`config.mk`:
```
export PLATFORM = sky130hd
export DESIGN_NAME = solp_alu
export DESIGN_NICKNAME = d
export VERILOG_FILES = /design/src/solp_pkg.sv /design/src/solp_alu.sv
export SDC_FILE = /design/constraint.sdc
export NUM_CORES = 1
export LEC_CHECK = 0
export ABC_AREA = 1
export BUFFER_PORTS_ARGS = -buffer_cell sky130_fd_sc_hd__buf_2
export CAP_MARGIN = 20
export CORE_ASPECT_RATIO = 0.9
export CORE_MARGIN = 8
export CORE_UTILIZATION = 60
export DETAILED_ROUTE_END_ITERATION = 8
export PLACE_DENSITY = 0.89
export REMOVE_ABC_BUFFERS = 1
export SLEW_MARGIN = 15
export SYNTH_ARGS = -nofsm -noshare
export SYNTH_HDL_FRONTEND = slang
export SYNTH_SLANG_ARGS = --single-unit
```
`constraint.sdc`:
```
create_clock -name vclk -period 5.3
set_input_delay 0 -clock vclk [all_inputs]
set_output_delay 0 -clock vclk [all_outputs]
set_load 0.05 [all_outputs]
```
`src/solp_pkg.sv`:
```
package solp_pkg;

   localparam int MAX_SEGMENTS_DEFAULT = 1024;

   localparam int MODE_W      = 2;
   localparam int VALUE_W     = 42;
   localparam int TOTAL_W     = 43;
   localparam int LEN_W       = 32;
   localparam int SEG_INDEX_W = 11;

   localparam logic [MODE_W-1:0] MODE_LOAD  = 2'd0;
   localparam logic [MODE_W-1:0] MODE_QUERY = 2'd1;
   localparam logic [MODE_W-1:0] MODE_CLEAR = 2'd2;

   localparam logic [TOTAL_W-1:0] TOTAL_MAX = '1;
   localparam logic [LEN_W-1:0]   LEN_MAX   = '1;

   typedef enum logic [2:0] {
      ST_IDLE,
      ST_LOAD,
      ST_CHECK,
      ST_SEARCH,
      ST_RESULT
   } state_type;

   typedef enum logic {
      ALU_ADD,
      ALU_SUB
   } alu_op_type;

   typedef struct packed {
      alu_op_type         op;
      logic [TOTAL_W-1:0] a;
      logic [TOTAL_W-1:0] b;
   } alu_req_type;

endpackage

```
`src/solp_alu.sv`:
```
// Shared add / subtract unit; the top bit is carry out or borrow.
module solp_alu import solp_pkg::*; (
   input  alu_req_type        alu_req,
   output logic [TOTAL_W:0]   alu_result
);

   logic [TOTAL_W:0] a_ext;
   logic [TOTAL_W:0] b_ext;

   assign a_ext = {1'b0, alu_req.a};
   assign b_ext = {1'b0, alu_req.b};

   always_comb begin
      unique case (alu_req.op)
         ALU_ADD: alu_result = a_ext + b_ext;
         ALU_SUB: alu_result = a_ext - b_ext;
      endcase
   end

endmodule

```
After elaboration in Yosys (flattened, before gate mapping)

Index checks and enable logic that the tools add are counted.

Flip-flop bits (word level): 0

Add/sub/neg operators: 2
Multiplexer cells: 1
Bitwise logic cells: 1

Operators with widths:

| cell           | number |
|---|---|
| $pmux 44 s2    | 1 |
| $add 43x43->44 | 1 |
| $sub 43x43->44 | 1 |
| $not 1->1      | 1 |

Logic depth before layout (Yosys ltp)

Word-level depth: 2
Gate-level depth with buffers: 22
Mapped depth without buffers: 22

Worst setup path before layout

No wires, ideal clock.

Kind: input-to-output
From: input port alu_req[0] (netlist name)
To: output port alu_result[25]
Arrival time: 2.724 ns
Data required time: 5.300 ns
Path slack: 2.576 ns
Cell stages on the path: 16
Path buffers: 0
Cell sequence: inv_1 ha_1 nand3_2 nor2_4 nand3_1 nand2_1 nand2_1 xor2_1 ha_1 nand2_1 nor2_1 nand2_1 nor2_1 nand2_1 nand3_1 xor2_1

Cells in the longest elaborated chain, start to end: 2

Ends and longest elaborated chain:

| item                                                    | RTL line                       | text |
|---|---|---|
| start, declared                                         | solp_alu.sv:3                  | `input alu_req_type alu_req,` |
| $sub 43x43->44 / $add 43x43->44 (equally long branches) | solp_alu.sv:16, solp_alu.sv:15 |  |
| $pmux 44 s2 (*)                                         | solp_alu.sv:14                 | `unique case (alu_req.op)` |
| end, declared                                           | solp_alu.sv:4                  | `output logic [TOTAL_W:0] alu_result` |

Mark *: on every way between the ends. The rest lies on a longest branch, timed or not.

Final worst setup path

From: input port alu_req[86] (netlist name)
To: output port alu_result[42]

Cells in the longest elaborated chain, start to end: 2

Ends and longest elaborated chain:

| item            | RTL line |
|---|---|
| $not 1->1       | solp_alu.sv:14 |
| $pmux 44 s2 (*) | solp_alu.sv:14 |

Marks and branches as above.

==> impl_metrics.json <==
{
  "slew_headroom_pct": 38.9,
  "critPathTopFamily": "simple AND/OR/NAND/NOR gates",
  "fill_cells": 877,
  "cp_num_buf_inv": 4,
  "gp_congestion": 0.978,
  "chipWidth_um": 113,
  "core_area_um2": 8410,
  "routed_wl_um": 16500,
  "powerDensity_nw_per_um2": 198,
  "post-place-ws_ps": 1730,
  "diodes": 0,
  "tightest_slew_ps": 910,
  "setup_slack_ps": 1650,
  "finalNonFillerCells": 1294,
  "synthTopCellsByArea": "nand2_1 31%, inv_1 16%, ha_1 11%",
  "min_period_over_period_pct": 68.9,
  "ys_warn_count": 0,
  "start_kind": "primary input",
  "crit_fanout": 36,
  "viasPerCell": 5.10,
  "cts_hold_buf": 0,
  "maxCapViolCount": 0,
  "place_area_um2": 5850,
  "nFlopsAndLatches": 0,
  "first_global_vias": 5996,
  "post-dp-hpwl_um": 15000,
  "fmax_mhz": 274,
  "grt_pass1_wl_um": 27000,
  "first_pass_iters": 5,
  "overflow": 0,
  "post_cts_buffers": 0,
  "syn-cell-area_um2": 5090,
  "synth_area_per_cell_um2": 4.77,
  "antenna_found_initial": 0,
  "synth_top_area_share_pct": 31.3,
  "initial_core_util_pct": 60.5,
  "die_area_um2": 11700,
  "cpPeakStageDelay_ps": 820,
  "final_cell_mix": "424 x nand2_1, 222 x inv_1, 131 x buf_2",
  "cp-end-kind": "primary output",
  "rows": 32,
  "critPathMostFrequentCell": "nand2_1",
  "tns_ps": 0,
  "slew_viol_final": 0,
  "multiInputGateArea_um2": 4220,
  "fin_nets": 1326,
  "drc": 0,
  "finalHoldViolations": 0,
  "setup-violations-final": 0,
  "post_cts_resized": 0,
  "regArea_um2": 0,
  "design_area_um2": 5850,
  "seq_area_frac_synth_pct": 0,
  "postSynthCellCount": 1066,
  "vias": 6600,
  "io_buffers": 131,
  "ios": 131,
  "routedWlPerCell_um": 12.8,
  "layout-drive-gt1-share_pct": 15.3,
  "status": "complete, no violations",
  "critPathSlowestCell": "clkinv_1",
  "worstPathRequired_ps": 5300,
  "dp_cells": 1294,
  "rsz0062_at_grt": "no",
  "worstPathArrival_ps": 3650,
  "first_iter_violations": 491,
  "syn2layout_area_growth_pct": 15.0,
  "nClkBuffers": 0,
  "synth.largest_area_cell": "nand2_1",
  "die_h_um": 103,
  "synth_cell_types": 34,
  "crit_type": "in2out",
  "hp-class": "in2out",
  "fin_crit_ps": 3650,
  "gr-usage-all-layers_pct": 27.9,
  "drtAntennaViolNets": 0,
  "ir_drop_uv": 151,
  "mostFrequentLayoutCell": "nand2_1",
  "path_cells": "buf_2 -> clkinv_1 -> nand2_1 -> nand3_1 -> xor2_1 -> inv_1 -> ha_1 -> nand2_1 -> nor2_1 -> nand2_1 -> nor2_1 -> nand3_1 -> nand3_1 -> nand2_1 -> nand2_1 -> buf_2",
  "p_leak_uw": 0.00375,
  "grt_max_degree": 37
}
cells in the mapped netlist (2+ instances only):
master,n
nand2_2,14
nand4_1,12
nand3_1,62
clkbuf_1,3
inv_2,4
o21ai_0,7
xnor2_1,9
nor2_1,125
nor2_4,6
inv_1,222
o21bai_1,5
o21ai_2,2
nand3_2,9
ha_1,44
and2_1,3
nor3_1,5
xor2_1,46
nand2_1,424
a31oi_1,4
a21oi_1,32
nor2_2,15
per-layer routing:
layer / share of wire (%) / vias to the layer above / GRT usage [%] / wire [um]
met1: 44 / 2817 / 37.0 / 7340
met2: 45 / 285 / 48.4 / 7390
met5: 0 / - / 0 / 0
li1: - / 3467 / - / -
met4: 2.0 / 0 / 5.42 / 329
met3: 8.8 / 31 / 2.79 / 1450
kinds of logic (layout without fill, tap and decap cells):
family | Yosys count | after routing | synth area share [%]
AOI/OAI and AO/OA | 53 | 53 | 5.80
xor gates and xnor gates | 55 | 55 | 9.47
and+or+nand+nor | 681 | 681 | 56.4
buffers and inverters | 232 | 358 | 17.1
adders and majority gates | 45 | 45 | 11.2
report_power, final:
| part | internal [uW] | switching (uW) |
|---|---|---|
| registers | 0 | 0 |
| clock network | 0 | 0 |
| logic | 311 | 850 |
worst paths after layout:
| check | startpoint | to | slack [ps] | cells after the start |
|---|---|---|---|---|
| worst max-delay path | alu_req[86] | alu_result[42] | 1650 | 16 |
| worst min-delay path | alu_req[0] | alu_result[0] | 440 | 4 |
layout make-up:
cell class / count / share of cell area, %
Tap cell: 102 / 2.18
Inverter: 227 / 14.6
Timing Repair Buffer: 131 / 11.2
Multi-Input combinational cell: 834 / 72.1
stage by stage:
stage / total power, uW / hold slack [ps] / utilization [%]
after detailed placement: 1150 / 438 / 69.6
after CTS: 1150 / 438 / 69.6
after global placement: 1140 / 438 / 69.6
final: 1160 / 435 / 69.6
after global routing: 1260 / 452 / 69.6
after floorplan: 870 / 291 / -
(Power assumes the default switching activity.)
